**src/design/alf_pkg.sv**
```systemverilog
// alf_pkg: shared types, constants and helpers for the associated legendre block
// used by alf_div and associated_legendre_function; no dependencies
package alf_pkg;

  localparam int MAX_DEGREE_DEF = 8;

  localparam logic signed [63:0] LIM     = 64'sh2000_0000_0000_0000;
  localparam logic signed [63:0] ONE_Q30 = 64'sh0000_0000_4000_0000;
  localparam logic signed [63:0] OUT_MAX = 64'sh007F_FFFF_FFFF_FFFF;
  localparam logic signed [63:0] OUT_MIN = -64'sh0080_0000_0000_0000;

  typedef enum logic [3:0] {
    ST_IDLE,
    ST_SQ,
    ST_ROOT,
    ST_RND,
    ST_MH,
    ST_ML,
    ST_MS,
    ST_DF,
    ST_RINIT,
    ST_RK,
    ST_RB,
    ST_DIV,
    ST_FIN
  } alf_state_t;

  function automatic logic signed [63:0] clamp61(input logic signed [69:0] a);
    logic signed [63:0] r;
    if (a > 70'(LIM)) begin
      r = LIM;
    end else if (a < -70'(LIM)) begin
      r = -LIM;
    end else begin
      r = a[63:0];
    end
    return r;
  endfunction

endpackage

```
**src/design/alf_div.sv**
```systemverilog
// alf_div: bit-serial divider by a small divisor, rounding to nearest, ties away from zero
// depends on alf_pkg
module alf_div (
  input  logic               clk,
  input  logic               rst,
  input  logic               start,
  input  logic signed [63:0] num,
  input  logic [3:0]         den,
  output logic               done,
  output logic signed [63:0] quo
);
  import alf_pkg::*;

  logic        busy;
  logic        neg;
  logic [62:0] dq;
  logic [3:0]  rem;
  logic [3:0]  dreg;
  logic [5:0]  cnt;
  logic [62:0] mag;
  logic [4:0]  trial;
  logic        ge;

  assign mag   = 63'(num < 0 ? -num : num) + 63'(den >> 1);
  assign trial = {rem, dq[62]};
  assign ge    = trial >= {1'b0, dreg};
  assign quo   = neg ? -$signed({1'b0, dq}) : $signed({1'b0, dq});

  always_ff @(posedge clk) begin
    if (rst) begin
      busy <= 1'b0;
      done <= 1'b0;
      cnt  <= '0;
    end else begin
      done <= 1'b0;
      if (start) begin
        busy <= 1'b1;
        cnt  <= 6'd63;
      end else if (busy) begin
        cnt <= cnt - 6'd1;
        if (cnt == 6'd1) begin
          busy <= 1'b0;
          done <= 1'b1;
        end
      end
    end
  end

  always_ff @(posedge clk) begin
    if (start) begin
      dq   <= mag;
      rem  <= '0;
      dreg <= den;
      neg  <= num < 0;
    end else if (busy) begin
      dq  <= {dq[61:0], ge};
      rem <= ge ? 4'(trial - {1'b0, dreg}) : trial[3:0];
    end
  end

endmodule

```
**config.mk**
```make
export PLATFORM = sky130hd
export DESIGN_NAME = alf_div
export DESIGN_NICKNAME = d
export VERILOG_FILES = /design/src/design/alf_pkg.sv /design/src/design/alf_div.sv
export SDC_FILE = /design/constraint.sdc
export NUM_CORES = 1
export LEC_CHECK = 0
export BUFFER_PORTS_ARGS = -buffer_cell sky130_fd_sc_hd__buf_2
export CORE_ASPECT_RATIO = 1.1
export CORE_MARGIN = 2
export CORE_UTILIZATION = 40
export DETAILED_ROUTE_END_ITERATION = 10
export PLACE_DENSITY = 0.71
export SYNTH_ARGS = -nofsm -noshare
export SYNTH_HDL_FRONTEND = slang
export SYNTH_SLANG_ARGS = --single-unit
```
**constraint.sdc**
```tcl
create_clock -name clk -period 5.88 [get_ports clk]
set_input_delay 0.294 -clock clk [delete_from_list [all_inputs] [get_ports clk]]
set_output_delay 0.294 -clock clk [all_outputs]
set_load 0.01 [all_outputs]
```
==> results of run 1 <==
flip-flops by register name, indices dropped and copies added (netlist names):
| register | flops |
|---|---|
| busy | 1 |
| cnt | 6 |
| done | 1 |
| dq | 63 |
| dreg | 4 |
| neg | 1 |
| rem | 4 |
final timing paths:
check                                to  slack (ns)  depth (start not counted)
worst min-delay path            dreg[0]        0.12                          1
worst max register to register   rem[1]        3.61                         10
worst max-delay path            quo[61]        0.95                         10
worst min register to register   rem[3]        0.48                          2
synth_stat cells (5+ instances only):
master,number,area share [%]
a211oi_1,5,0.44
a21oi_1,24,1.4
a31oi_1,6,0.44
buf_2,9,0.53
clkbuf_1,43,1.9
dfxtp_1,12,2.8
edfxtp_1,68,24
ha_1,11,1.6
inv_1,22,0.96
mux2_2,43,5.6
nand2_1,78,3.4
nand2b_1,13,0.95
nand3_1,25,1.5
nand3b_1,5,0.44
nand4_1,15,1.1
nor2_1,59,2.6
nor2b_1,8,0.58
nor3_1,37,2.2
nor3b_1,5,0.44
nor4_1,28,2.0
nor4_4,8,2.0
nor4b_1,6,0.61
o21ai_0,52,3.0
o22ai_1,6,0.44
o31ai_1,36,3.2
o41ai_1,25,2.6
or2_2,7,0.51
or3_1,35,2.6
or4_1,29,2.5
xnor2_1,126,13
xor2_1,48,4.9
final cells by class:
class | count | area (sq um)
timing repair buffer | 144 | 743
clock inverter | 7 | 71.3
multi-input combinational | 825 | 5930
sequential | 80 | 2280
fill | 2149 | 11500
tap | 290 | 363
inverter | 22 | 82.6
clock buffer | 9 | 225
antenna | 1 | 2.50
cell families (layout without fill, tap and decap cells):
kind of cell             Yosys count  count (layout)
other                              0               1
AO/OA/AOI/OAI                    195             195
AND/OR/NAND/NOR                  397             397
adder cells (fa/ha/maj)           13              13
flip-flops                        80              80
buffers and inverters             83             182
multiplexers                      46              46
XOR/XNOR                         174             174
routing by layer:
metal  routed length [microns]  vias to the layer above
met1                     10500                     3725
met2                     11700                      301
met4                       822                        0
met3                      1490                       61
li1                          -                     3921
met5                         0                        -
through the flow:
stage | cell area [sq um] | hold WS, ns | power, uW | instances | worst slack, ns
final | 9700 | 0.120 | 2030 | 1378 | 0.953
after floorplan | 8570 | 0.393 | 1240 | 988 | 0.422
after global routing | 9700 | 0.113 | 2140 | 1377 | 0.754
after global placement | 9400 | 0.464 | 1460 | 1361 | 1.02
after CTS | 9700 | 0.113 | 2040 | 1377 | 1.00
after detailed placement | 9400 | 0.472 | 1470 | 1361 | 0.899
critical path, cell delays in order (launching register included):
cell      delay (ns)
edfxtp_1        0.47
nor4_1          0.54
nand3_1         0.28
or4_1           0.62
or3b_1          0.52
nor3_1          0.58
nand4_1         0.29
or3_1           0.43
o31ai_1         0.26
xnor2_1         0.15
buf_2           0.14
power by group through the flow:
stage	clock, uW	combinational [uW]	sequential (uW)
2_1_floorplan	0	468	772
3_3_place_gp	0	660	797
3_5_place_dp	0	673	800
4_1_cts	572	675	788
5_1_grt	592	741	803
6_report	565	676	789
==> impl_metrics.prom, run 1 <==
# TYPE chip_impl_metric gauge
chip_impl_metric{name="number_of_buffers_added_by_the_clock_tree_synthesis_step",unit=""} 9
chip_impl_info{name="unrepaired_setup_endpoints_after_global_routing",value="false"} 1
chip_impl_metric{name="synthCells",unit=""} 988
chip_impl_info{name="worstHoldPathType",value="input port to register"} 1
chip_impl_metric{name="netSwitchingPower",unit="uW"} 696
chip_impl_metric{name="synth-warning-count",unit=""} 0
chip_impl_info{name="startpoint_of_the_tightest_hold_check_path",value="den[0]"} 1
chip_impl_metric{name="synth_cell_type_count",unit=""} 75
chip_impl_metric{name="synth_adder_area_share",unit="%"} 2.07
chip_impl_metric{name="timing.critical_path.required",unit="ns"} 5.59
chip_impl_metric{name="final-max-slew-violation-count",unit=""} 0
chip_impl_info{name="globalRoute.busiestLayer",value="met2"} 1
chip_impl_metric{name="power_leakage",unit="uW"} 0.00319
chip_impl_metric{name="count_of_vias_placed_by_the_detailed_router",unit=""} 8008
chip_impl_metric{name="mappedNetlistNets",unit=""} 1072
chip_impl_metric{name="grt_util_met1",unit="%"} 27.8
chip_impl_metric{name="drive_gt1_share",unit="%"} 22.2
chip_impl_metric{name="grt_max_degree",unit=""} 64
chip_impl_metric{name="gr-usage-met2",unit="%"} 36.1
chip_impl_metric{name="place_hpwl",unit="microns"} 19200
chip_impl_metric{name="swShare",unit="%"} 34.3
chip_impl_metric{name="dieArea",unit="sq mm"} 0.0226
chip_impl_metric{name="port_buffers",unit=""} 135
chip_impl_metric{name="pin_count",unit=""} 136
chip_impl_metric{name="antenna_found_initial",unit=""} 0
chip_impl_metric{name="complex_gate_fraction_of_the_synthesized_area",unit="%"} 15.7
chip_impl_metric{name="muxShareOfSynthArea",unit="%"} 6.00
chip_impl_metric{name="synth_edf_count",unit=""} 68
chip_impl_metric{name="htree_levels",unit=""} 3
chip_impl_metric{name="avgRoutedWirePerCell",unit="microns"} 17.8
chip_impl_metric{name="clk_pin_slew_worst_paths",unit="ns"} 0.06
chip_impl_metric{name="die_h",unit="microns"} 158
chip_impl_metric{name="core_area",unit="sq mm"} 0.0212
chip_impl_metric{name="report.final.hold_viol_count",unit=""} 0
chip_impl_metric{name="worst_slew_pin_slew",unit="ns"} 1.03
chip_impl_metric{name="synth_xor_area_share",unit="%"} 17.8
chip_impl_metric{name="setup_tns",unit="ns"} 0
chip_impl_metric{name="layout_overhead_on_the_synthesized_area",unit="%"} 13.2
chip_impl_info{name="combinational_family_with_the_most_area_after_synthesis",value="simple AND/OR/NAND/NOR gates"} 1
chip_impl_info{name="r2r-start",value="dreg[1]"} 1
chip_impl_metric{name="gp_congestion",unit=""} 0.956
chip_impl_metric{name="max_slew_margin",unit="%"} 31.6
chip_impl_metric{name="ys_async_sr_fraction",unit="%"} 0
chip_impl_info{name="tritoncts",value="done"} 1
chip_impl_info{name="setup.worst_path.end_class",value="primary output"} 1
chip_impl_metric{name="setup-violations-final",unit=""} 0
chip_impl_metric{name="clk_path_buf_depth",unit=""} 2
chip_impl_metric{name="maxCapViolCount",unit=""} 0
chip_impl_metric{name="route.antenna.remaining_nets",unit=""} 0
chip_impl_metric{name="drt_pass1_iterations",unit=""} 6
chip_impl_metric{name="share_comb_of_total_power",unit="%"} 33.3
chip_impl_metric{name="standard_cell_rows",unit=""} 56
chip_impl_info{name="timing_worst_setup_path_type",value="register to primary output"} 1
chip_impl_metric{name="arrival",unit="ns"} 4.63
chip_impl_metric{name="post_synth_and_or_nand_nor_area_fraction",unit="%"} 27.6
chip_impl_info{name="status",value="complete, no violations"} 1
chip_impl_metric{name="yosysSeqAreaShare",unit="%"} 26.6
chip_impl_metric{name="postCtsResizedCells",unit=""} 0
chip_impl_info{name="synth_ff_type",value="edfxtp_1"} 1
chip_impl_metric{name="via_count_of_the_first_global_routing_pass",unit=""} 7551
chip_impl_metric{name="grt_first_pass_wirelength",unit="microns"} 38600
chip_impl_info{name="layout.cells.most_common",value="buf_2"} 1
chip_impl_metric{name="overflow",unit=""} 0
chip_impl_metric{name="finalNetCount",unit=""} 1166
chip_impl_info{name="sort_of_element_at_the_start_of_the_critical_path",value="register"} 1
chip_impl_metric{name="track_usage",unit="%"} 21.5
chip_impl_metric{name="ir_worst_vdd",unit="V"} 0.000110
chip_impl_metric{name="yosys_register_bits",unit=""} 80
chip_impl_metric{name="power.share.sequential",unit="%"} 38.9
chip_impl_metric{name="synth.avg_cell_area",unit="sq um"} 8.67
chip_impl_metric{name="worstSkewPairLatency",unit="ns"} 0.34
chip_impl_info{name="cts.root.buffer_cell",value="clkbuf_16"} 1
chip_impl_info{name="cp-startpoint",value="dq[3]"} 1
chip_impl_metric{name="internal-power",unit="uW"} 1330
chip_impl_metric{name="drt-initial-drc-count",unit=""} 753
chip_impl_metric{name="power_density_relative_to_cell_area",unit="mW/mm^2"} 209
chip_impl_metric{name="die_w",unit="microns"} 144
chip_impl_metric{name="post_synth_instance_area",unit="sq mm"} 0.00857
chip_impl_metric{name="timing.clock.skew",unit="ns"} 0.00627
chip_impl_metric{name="remaining_drc_errors",unit=""} 0
chip_impl_metric{name="finalCritPeriodShare",unit="%"} 83.8
chip_impl_metric{name="wirelength",unit="microns"} 24500
chip_impl_metric{name="initial_core_util",unit="%"} 40.5
chip_impl_metric{name="groute.layer.met3.usage",unit="%"} 2.74
chip_impl_metric{name="worstPathMaxFanout",unit=""} 6
chip_impl_metric{name="min_cycle_time_layout",unit="ns"} 4.93
chip_impl_info{name="layout.cells.most_common_list",value="buf_2 (135), xnor2_1 (126), nand2_1 (78)"} 1
chip_impl_metric{name="final_core_utilization",unit="%"} 45.8
chip_impl_metric{name="cts.sinks",unit=""} 80
chip_impl_metric{name="vias_per_cell",unit=""} 5.81
chip_impl_metric{name="post_cts_buffers",unit=""} 0
chip_impl_metric{name="clock.fmax",unit="MHz"} 203
chip_impl_metric{name="ctsHoldBuffers",unit=""} 0
chip_impl_metric{name="power_frac_clock",unit="%"} 27.8
Power figures use the tool's default switching activity.
==> run 2: changes to the inputs <==
- ABC_AREA: not set -> 1
- PLACE_DENSITY: 0.71 -> 0.72
- clock period: 5.88 -> 4.1 ns (I/O delays scaled with it)
==> run 2 against run 1 <==
  * Sequential share of layout area decreased by 3.8 points
  * Via count increased by 38%
  * Area after synthesis increased by 20%
  * Highest routed layer unchanged
  * Sequential power increased by 42%
  * Worst hold slack got worse by 0.070 ns
  * Critical endpoint is now quo[62]
  * Die area increased by 20%
  * Synthesized cell count increased by 71%
==> impl_metrics.prom, run 2 <==
# TYPE chip_impl_metric gauge
chip_impl_info{name="status",value="complete, no violations"} 1
chip_impl_metric{name="final-max-slew-violation-count",unit=""} 0
chip_impl_metric{name="power_density_relative_to_cell_area",unit="mW/mm^2"} 255
chip_impl_metric{name="port_buffers",unit=""} 135
chip_impl_info{name="yosys.cell_count.top_type",value="nand2_1"} 1
chip_impl_info{name="synth_commonest_cells",value="nand2_1 (512), nor2_1 (219), inv_1 (202)"} 1
chip_impl_info{name="regToRegEndpoint",value="rem[3]"} 1
chip_impl_info{name="startpoint_of_the_tightest_hold_check_path",value="den[0]"} 1
chip_impl_metric{name="worstSkewPairLatency",unit="ns"} 0.33
chip_impl_metric{name="htree_levels",unit=""} 3
chip_impl_metric{name="number_of_buffers_added_by_the_clock_tree_synthesis_step",unit=""} 9
chip_impl_metric{name="yosys_register_bits",unit=""} 80
chip_impl_metric{name="worstPathBufferInverterCount",unit=""} 5
chip_impl_metric{name="count_of_vias_placed_by_the_detailed_router",unit=""} 11000
chip_impl_metric{name="grt_first_pass_wirelength",unit="microns"} 52100
chip_impl_metric{name="die_h",unit="microns"} 172
chip_impl_metric{name="wirelength",unit="microns"} 32600
chip_impl_metric{name="timing.reg2reg.worst_path_depth",unit=""} 9
chip_impl_metric{name="setup-violations-final",unit=""} 0
chip_impl_metric{name="max_stage_delay",unit="ns"} 0.36
chip_impl_info{name="synth_ff_type",value="edfxtp_1"} 1
chip_impl_metric{name="report.final.hold_viol_count",unit=""} 0
chip_impl_metric{name="synth.avg_cell_area",unit="sq um"} 6.10
chip_impl_metric{name="standard_cell_rows",unit=""} 61
chip_impl_metric{name="drt_pass1_iterations",unit=""} 6
chip_impl_metric{name="mappedNetlistNets",unit=""} 1776
chip_impl_info{name="critical_path_cell_sequence",value="inv_1 > ha_1 > inv_1 > nor3_2 > nand2_1 > nor2_1 > inv_1 > nor2_2 > inv_1 > nor2_1 > nand2_1 > nor2_2 > nor2_1 > nor2_2 > o21ai_0 > nor2_1 > o21ai_1 > xor2_1 > buf_2"} 1
chip_impl_metric{name="antenna_found_initial",unit=""} 0
chip_impl_info{name="layout.cells.most_common",value="nand2_1"} 1
chip_impl_metric{name="timing.clock.skew",unit="ns"} 0.00798
chip_impl_metric{name="place_hpwl",unit="microns"} 27300
chip_impl_metric{name="finalNetCount",unit=""} 1893
chip_impl_metric{name="flip_flop_count_of_the_largest_register_all_copies_and_words_added",unit=""} 63
chip_impl_metric{name="postCtsResizedCells",unit=""} 0
chip_impl_metric{name="ctsHoldBuffers",unit=""} 0
chip_impl_metric{name="clock.fmax",unit="MHz"} 298
chip_impl_metric{name="gp_congestion",unit=""} 0.955
chip_impl_metric{name="worstPathMaxFanout",unit=""} 4
chip_impl_metric{name="synth-warning-count",unit=""} 0
chip_impl_metric{name="dpl_cell_area",unit="sq mm"} 0.0113
chip_impl_info{name="unrepaired_setup_endpoints_after_global_routing",value="false"} 1
chip_impl_info{name="timing_worst_setup_path_type",value="register to primary output"} 1
chip_impl_metric{name="clk_path_buf_depth",unit=""} 2
chip_impl_metric{name="n_antenna_cell",unit=""} 0
chip_impl_info{name="largestRegisters",value="dq x63, cnt x6"} 1
chip_impl_info{name="setup.worst_path.end_class",value="primary output"} 1
chip_impl_metric{name="remaining_drc_errors",unit=""} 0
chip_impl_metric{name="drive_gt1_share",unit="%"} 17.3
chip_impl_metric{name="cts.sinks",unit=""} 80
chip_impl_info{name="slowest_stage",value="edfxtp_1"} 1
chip_impl_metric{name="dieArea",unit="sq mm"} 0.0271
chip_impl_metric{name="fillers",unit=""} 2714
chip_impl_metric{name="worst_slew_pin_slew",unit="ns"} 0.828
chip_impl_metric{name="initial_core_util",unit="%"} 40.7
chip_impl_metric{name="yosysSeqAreaShare",unit="%"} 22.1
chip_impl_metric{name="synth_largest_type_area_fraction",unit="%"} 19.8
chip_impl_metric{name="post_synth_instance_area",unit="sq mm"} 0.0103
chip_impl_metric{name="sequential_cell_area",unit="sq mm"} 0.00228
chip_impl_metric{name="route.antenna.remaining_nets",unit=""} 0
chip_impl_metric{name="via_count_of_the_first_global_routing_pass",unit=""} 9981
chip_impl_info{name="sort_of_element_at_the_start_of_the_critical_path",value="register"} 1
chip_impl_info{name="worstHoldPathType",value="input port to register"} 1
chip_impl_info{name="cts.root.buffer_cell",value="clkbuf_16"} 1
chip_impl_metric{name="maxCapViolCount",unit=""} 0
chip_impl_info{name="r2r-start",value="dq[62]"} 1
chip_impl_metric{name="setup_tns",unit="ns"} 0
chip_impl_info{name="synth.area.top_cells",value="edfxtp_1 (20%), nand2_1 (19%), nor2_1 (8.0%)"} 1
chip_impl_metric{name="vias_per_cell",unit=""} 5.11
chip_impl_metric{name="track_usage",unit="%"} 24.2
chip_impl_metric{name="drt-initial-drc-count",unit=""} 950
chip_impl_info{name="critPathTopFamily",value="simple AND/OR/NAND/NOR gates"} 1
chip_impl_metric{name="ys_async_sr_fraction",unit="%"} 0
chip_impl_metric{name="grt_max_degree",unit=""} 98
chip_impl_info{name="regMostFlops",value="dq"} 1
chip_impl_metric{name="max_slew_margin",unit="%"} 44.7
chip_impl_metric{name="post_cts_buffers",unit=""} 0
chip_impl_metric{name="die_w",unit="microns"} 157
chip_impl_metric{name="core_area",unit="sq mm"} 0.0253
chip_impl_metric{name="footprint_of_the_multi_input_gates",unit="sq mm"} 0.00705
chip_impl_metric{name="synthCells",unit=""} 1692
chip_impl_metric{name="synth_cell_type_count",unit=""} 45
chip_impl_metric{name="avgRoutedWirePerCell",unit="microns"} 15.1
chip_impl_metric{name="design_area",unit="sq mm"} 0.0116
chip_impl_metric{name="rrSetupSlack",unit="ns"} 1.69
chip_impl_metric{name="pin_count",unit=""} 136
chip_impl_metric{name="clk_pin_slew_worst_paths",unit="ns"} 0.06
chip_impl_metric{name="min_cycle_time_layout",unit="ns"} 3.35
chip_impl_info{name="min_to",value="dreg[0]"} 1
chip_impl_metric{name="power_leakage",unit="uW"} 0.00527
chip_impl_metric{name="overflow",unit=""} 0
chip_impl_metric{name="ir_worst_vdd",unit="V"} 0.000203
chip_impl_metric{name="synth_edf_count",unit=""} 68
chip_impl_info{name="synth_area_leader_cell",value="edfxtp_1"} 1
chip_impl_metric{name="finalCritPeriodShare",unit="%"} 81.8
chip_impl_metric{name="timing.hold.worst_path_depth",unit=""} 1
chip_impl_info{name="tritoncts",value="done"} 1
chip_impl_metric{name="timing.critical_path.required",unit="ns"} 3.89
chip_impl_info{name="layout.cells.most_common_list",value="nand2_1 (512), nor2_1 (219), inv_1 (200)"} 1
chip_impl_metric{name="arrival",unit="ns"} 3.15
chip_impl_metric{name="layout_overhead_on_the_synthesized_area",unit="%"} 12.1
run 2: cell types whose count changed in the layout (fill, tap and decap cells not counted), sizes merged, moves of 35 or more:
cell | previous run | this run
inv | 23 | 213
or3 | 35 | 0
xnor2 | 126 | 22
nand2 | 79 | 580
mux2 | 43 | 0
nor2 | 59 | 275
nand3 | 26 | 166
run 2: worst max path at each step:
stage	start	to	slack [ns]	cells after the start
global route	dq[1]	quo[62]	0.37	19
floorplan	num[63]	dq[35]	1.11	20
finish	dq[1]	quo[62]	0.75	19
CTS	dq[1]	quo[62]	0.74	19
global placement	num[63]	dq[61]	1.07	17
detailed placement	num[0]	dq[45]	0.96	19
run 2: per-layer routing:
layer  vias up  part of all wire, %  GRT usage (%)
met4         0                  2.4           6.76
met2       383                   43           38.0
li1       5680                    -              -
met1      4936                   48           35.6
met5         -                    0              0
met3        48                  6.3           2.11
run 2: area by class of cell:
class	count	area share, %
multi-input cells	1363	61.0
flip-flops and latches	80	19.7
inverters	214	6.94
repair buffers	141	6.34
well taps	346	3.74
clock buffers	10	1.98
clock inverters	6	0.314
run 2: worst reg2reg max path, stage by stage (launching register included):
cell and delay, ns:
edfxtp_1 0.55, inv_1 0.16, ha_1 0.20, o21ai_0 0.11, and2_1 0.16, nor4_1 0.57, inv_1 0.22, o21ai_0 0.13
o211ai_1 0.10, o21ai_0 0.14
run 2: metrics by stage:
stage / worst slack, ns / hold slack, ns / power, uW / utilization (%) / std cells
6_report: 0.745 / 0.0502 / 2950 / 45.7 / 2160
3_3_place_gp: 1.07 / 0.384 / 2210 / 44.6 / 2144
3_5_place_dp: 0.958 / 0.390 / 2230 / 44.6 / 2144
5_1_grt: 0.369 / 0.0379 / 3140 / 45.7 / 2160
4_1_cts: 0.744 / 0.0442 / 2950 / 45.7 / 2160
2_1_floorplan: 1.11 / 0.274 / 1840 / - / 1692
run 2: report_power, final:
| part | switching (uW) | leakage (uW) | internal, uW |
|---|---|---|---|
| clock network | 323 | 0.000134 | 407 |
| logic | 721 | 0.00434 | 375 |
| registers | 121 | 0.000797 | 1000 |
| total | 1160 | 0.00527 | 1790 |
run 2: kinds of logic (layout without fill, tap and decap cells):
family / Yosys count / count (layout) / synth area share [%]
compound gates: 136 / 136 / 7.54
simple gates: 1125 / 1125 / 51.5
flops: 80 / 80 / 22.1
xor+xnor: 89 / 89 / 7.55
buf+inv: 249 / 371 / 9.55
fa+ha+maj: 13 / 13 / 1.72
==> run 3: changes to the inputs <==
- PLACE_DENSITY: 0.72 -> 0.7
- clock period: 4.1 -> 3.3 ns (I/O delays scaled with it)
==> run 3 against run 2 <==
  * Clock-buffer cell count unchanged
  * Combinational power rose by 25%
  * Cell count is 0.37% higher
  * Clock power up 22%
  * Via count about the same
  * Global-route usage down 0.40 points
  * Sequential share of layout area is 0.19 points lower
  * Die area unchanged
  * Core utilization rose by 0.44 points
  * Critical path type unchanged
  * Critical endpoint is now quo[57]
  * Highest routed layer unchanged
==> impl_metrics.prom, run 3 (synthesis results as in run 2) <==
# TYPE chip_impl_metric gauge
chip_impl_metric{name="pin_count",unit=""} 136
chip_impl_info{name="tritoncts",value="done"} 1
chip_impl_metric{name="grt_max_degree",unit=""} 96
chip_impl_metric{name="finalCritPeriodShare",unit="%"} 93.9
chip_impl_metric{name="min_cycle_time_layout",unit="ns"} 3.10
chip_impl_metric{name="report.final.hold_viol_count",unit=""} 0
chip_impl_metric{name="power_leakage",unit="uW"} 0.00531
chip_impl_metric{name="ir_worst_vdd",unit="V"} 0.000266
chip_impl_info{name="status",value="complete, no violations"} 1
chip_impl_metric{name="gr-usage-met2",unit="%"} 39.3
chip_impl_info{name="slowest_stage",value="edfxtp_1"} 1
chip_impl_metric{name="grt_util_met1",unit="%"} 34.1
chip_impl_metric{name="power_density_relative_to_cell_area",unit="mW/mm^2"} 314
chip_impl_metric{name="clock.fmax",unit="MHz"} 323
chip_impl_metric{name="overflow",unit=""} 0
chip_impl_metric{name="groute.layer.met3.usage",unit="%"} 1.53
chip_impl_metric{name="htree_levels",unit=""} 3
chip_impl_info{name="worstHoldPathType",value="input port to register"} 1
chip_impl_metric{name="core_area",unit="sq mm"} 0.0253
chip_impl_metric{name="fillers",unit=""} 2772
chip_impl_metric{name="worstSkewPairLatency",unit="ns"} 0.34
chip_impl_metric{name="timing.hold.ws",unit="ns"} 0.0211
chip_impl_info{name="unrepaired_setup_endpoints_after_global_routing",value="true"} 1
chip_impl_metric{name="place_worst_setup_slack",unit="ns"} 0.255
chip_impl_metric{name="minimum_setup_slack_in_the_final_design",unit="ns"} 0.201
chip_impl_metric{name="internal-power",unit="uW"} 2230
chip_impl_metric{name="initial_core_util",unit="%"} 40.7
chip_impl_metric{name="netSwitchingPower",unit="uW"} 1440
chip_impl_metric{name="number_of_buffers_added_by_the_clock_tree_synthesis_step",unit=""} 9
chip_impl_metric{name="final-max-slew-violation-count",unit=""} 0
chip_impl_metric{name="drt_pass1_iterations",unit=""} 5
chip_impl_metric{name="clk_pin_slew_worst_paths",unit="ns"} 0.06
chip_impl_metric{name="finalNetCount",unit=""} 1902
chip_impl_metric{name="cts.sinks",unit=""} 80
chip_impl_info{name="sort_of_element_at_the_start_of_the_critical_path",value="register"} 1
chip_impl_info{name="timing_worst_setup_path_type",value="register to primary output"} 1
chip_impl_metric{name="vias_per_cell",unit=""} 5.09
chip_impl_info{name="globalRoute.busiestLayer",value="met2"} 1
chip_impl_metric{name="power.share.sequential",unit="%"} 38.1
chip_impl_metric{name="via_count_of_the_first_global_routing_pass",unit=""} 10100
chip_impl_metric{name="worst_slew_pin_slew",unit="ns"} 0.992
chip_impl_metric{name="drt-initial-drc-count",unit=""} 848
chip_impl_metric{name="antenna_found_initial",unit=""} 0
chip_impl_metric{name="count_of_vias_placed_by_the_detailed_router",unit=""} 11000
chip_impl_metric{name="power_frac_clock",unit="%"} 24.4
chip_impl_metric{name="setup-violations-final",unit=""} 0
chip_impl_metric{name="grt_first_pass_wirelength",unit="microns"} 51600
chip_impl_metric{name="remaining_drc_errors",unit=""} 0
chip_impl_metric{name="dpl_cell_area",unit="sq mm"} 0.0114
chip_impl_metric{name="max_slew_margin",unit="%"} 33.9
chip_impl_metric{name="swShare",unit="%"} 39.3
chip_impl_metric{name="n_antenna_cell",unit=""} 0
chip_impl_metric{name="layout_overhead_on_the_synthesized_area",unit="%"} 13.2
chip_impl_metric{name="standard_cell_rows",unit=""} 61
chip_impl_metric{name="timing.clock.skew",unit="ns"} 0.0106
chip_impl_info{name="critical_path_cell_sequence",value="inv_1 > nand3_1 > nor2_1 > nand3_1 > nor2_2 > nand3_2 > nor2_2 > inv_1 > o21ai_2 > nand2_1 > a21oi_2 > o21ai_1 > o21ai_0 > nand2_1 > buf_2"} 1
chip_impl_metric{name="flip_flop_count_of_the_largest_register_all_copies_and_words_added",unit=""} 63
chip_impl_info{name="setup.worst_path.end_class",value="primary output"} 1
chip_impl_info{name="largestRegisters",value="dq x63, cnt x6"} 1
chip_impl_metric{name="die_w",unit="microns"} 157
chip_impl_info{name="layout.cells.most_common_list",value="nand2_1 (511), nor2_1 (215), inv_1 (198)"} 1
chip_impl_metric{name="timing.critical_path.required",unit="ns"} 3.13
chip_impl_metric{name="final_core_utilization",unit="%"} 46.1
chip_impl_metric{name="design_area",unit="sq mm"} 0.0117
chip_impl_metric{name="maxCapViolCount",unit=""} 0
chip_impl_metric{name="max_stage_delay",unit="ns"} 0.46
chip_impl_metric{name="worstPathBufferInverterCount",unit=""} 3
chip_impl_info{name="regMostFlops",value="dq"} 1
chip_impl_metric{name="dieArea",unit="sq mm"} 0.0271
chip_impl_metric{name="wirelength",unit="microns"} 31900
chip_impl_metric{name="port_buffers",unit=""} 135
chip_impl_metric{name="place_hpwl",unit="microns"} 26900
chip_impl_metric{name="arrival",unit="ns"} 2.93
chip_impl_metric{name="drive_gt1_share",unit="%"} 18.2
chip_impl_metric{name="avgRoutedWirePerCell",unit="microns"} 14.7
chip_impl_metric{name="worstPathMaxFanout",unit=""} 4
chip_impl_metric{name="track_usage",unit="%"} 23.8
chip_impl_info{name="critPathTopFamily",value="simple AND/OR/NAND/NOR gates"} 1
chip_impl_metric{name="die_h",unit="microns"} 172
chip_impl_metric{name="route.antenna.remaining_nets",unit=""} 0
chip_impl_metric{name="clk_path_buf_depth",unit=""} 2
chip_impl_metric{name="gp_congestion",unit=""} 0.949
chip_impl_info{name="cts.root.buffer_cell",value="clkbuf_16"} 1
chip_impl_metric{name="share_comb_of_total_power",unit="%"} 37.6
chip_impl_info{name="layout.cells.most_common",value="nand2_1"} 1
run 3: cell types whose count changed in the layout (fill, tap and decap cells not counted), moves of 2 or more:
| cell | delta |
|---|---|
| nor2_2 | +3 |
| inv_2 | +2 |
| buf_4 | +8 |
| inv_1 | -2 |
| clkinvlp_4 | +2 |
| clkinv_4 | -2 |
| o21ai_2 | +2 |
| nor2_1 | -4 |
run 3: final timing paths:
kind          start  slack [ns]      end  depth (start not counted)
max           dq[2]        0.20  quo[57]                         15
min reg2reg  rem[3]        0.46   rem[3]                          2
max reg2reg  dq[62]        0.93   rem[3]                          9
min          den[1]        0.02  dreg[1]                          1
run 3: final cells by class:
cell class | count | area, sq um | area share [%]
clock inverters | 5 | 33.8 | 0.289
repair buffers | 150 | 803 | 6.88
clock buffers | 10 | 229 | 1.96
flip-flops and latches | 80 | 2280 | 19.5
well taps | 346 | 433 | 3.71
multi-input cells | 1363 | 7100 | 60.8
inverters | 214 | 803 | 6.88
run 3: through the flow:
stage	cells	TNS, ns	power [uW]
after global routing	2168	-0.126	3900
after CTS	2167	0	3650
after global placement	2151	0	2750
final	2168	0	3670
after detailed placement	2151	0	2770
after floorplan	1692	0	2280
run 3: per-layer routing:
metal	vias up	wire length, microns
li1	5699	-
met5	-	0
met1	4952	15300
met2	360	14200
met3	33	1780
met4	0	621
run 3: worst register-to-register path, delay by kind of cell, from the launching register on:
family	cells	cell delay, ns
flip-flops	1	0.46
adder cells (fa/ha/maj)	1	0.23
AND/OR/NAND/NOR	2	0.67
buffers and inverters	2	0.46
AO/OA/AOI/OAI	4	0.48
run 3: power by group through the flow:
stage               Sequential (uW)  Clock [uW]  Combinational (uW)
global placement               1410           0                1340
global route                   1410         941                1550
floorplan                      1360           0                 923
CTS                            1390         899                1360
finish                         1400         893                1380
detailed placement             1410           0                1360
run 3: timing repair:
action | in CTS | in global routing
hold buffers | 1 | 0
pin swaps | 1 | 3
endpoints found under the setup margin | 1 | 11
endpoints found under the hold margin | 1 | 0
setup buffers | 0 | 1
gates resized for setup | 1 | 13
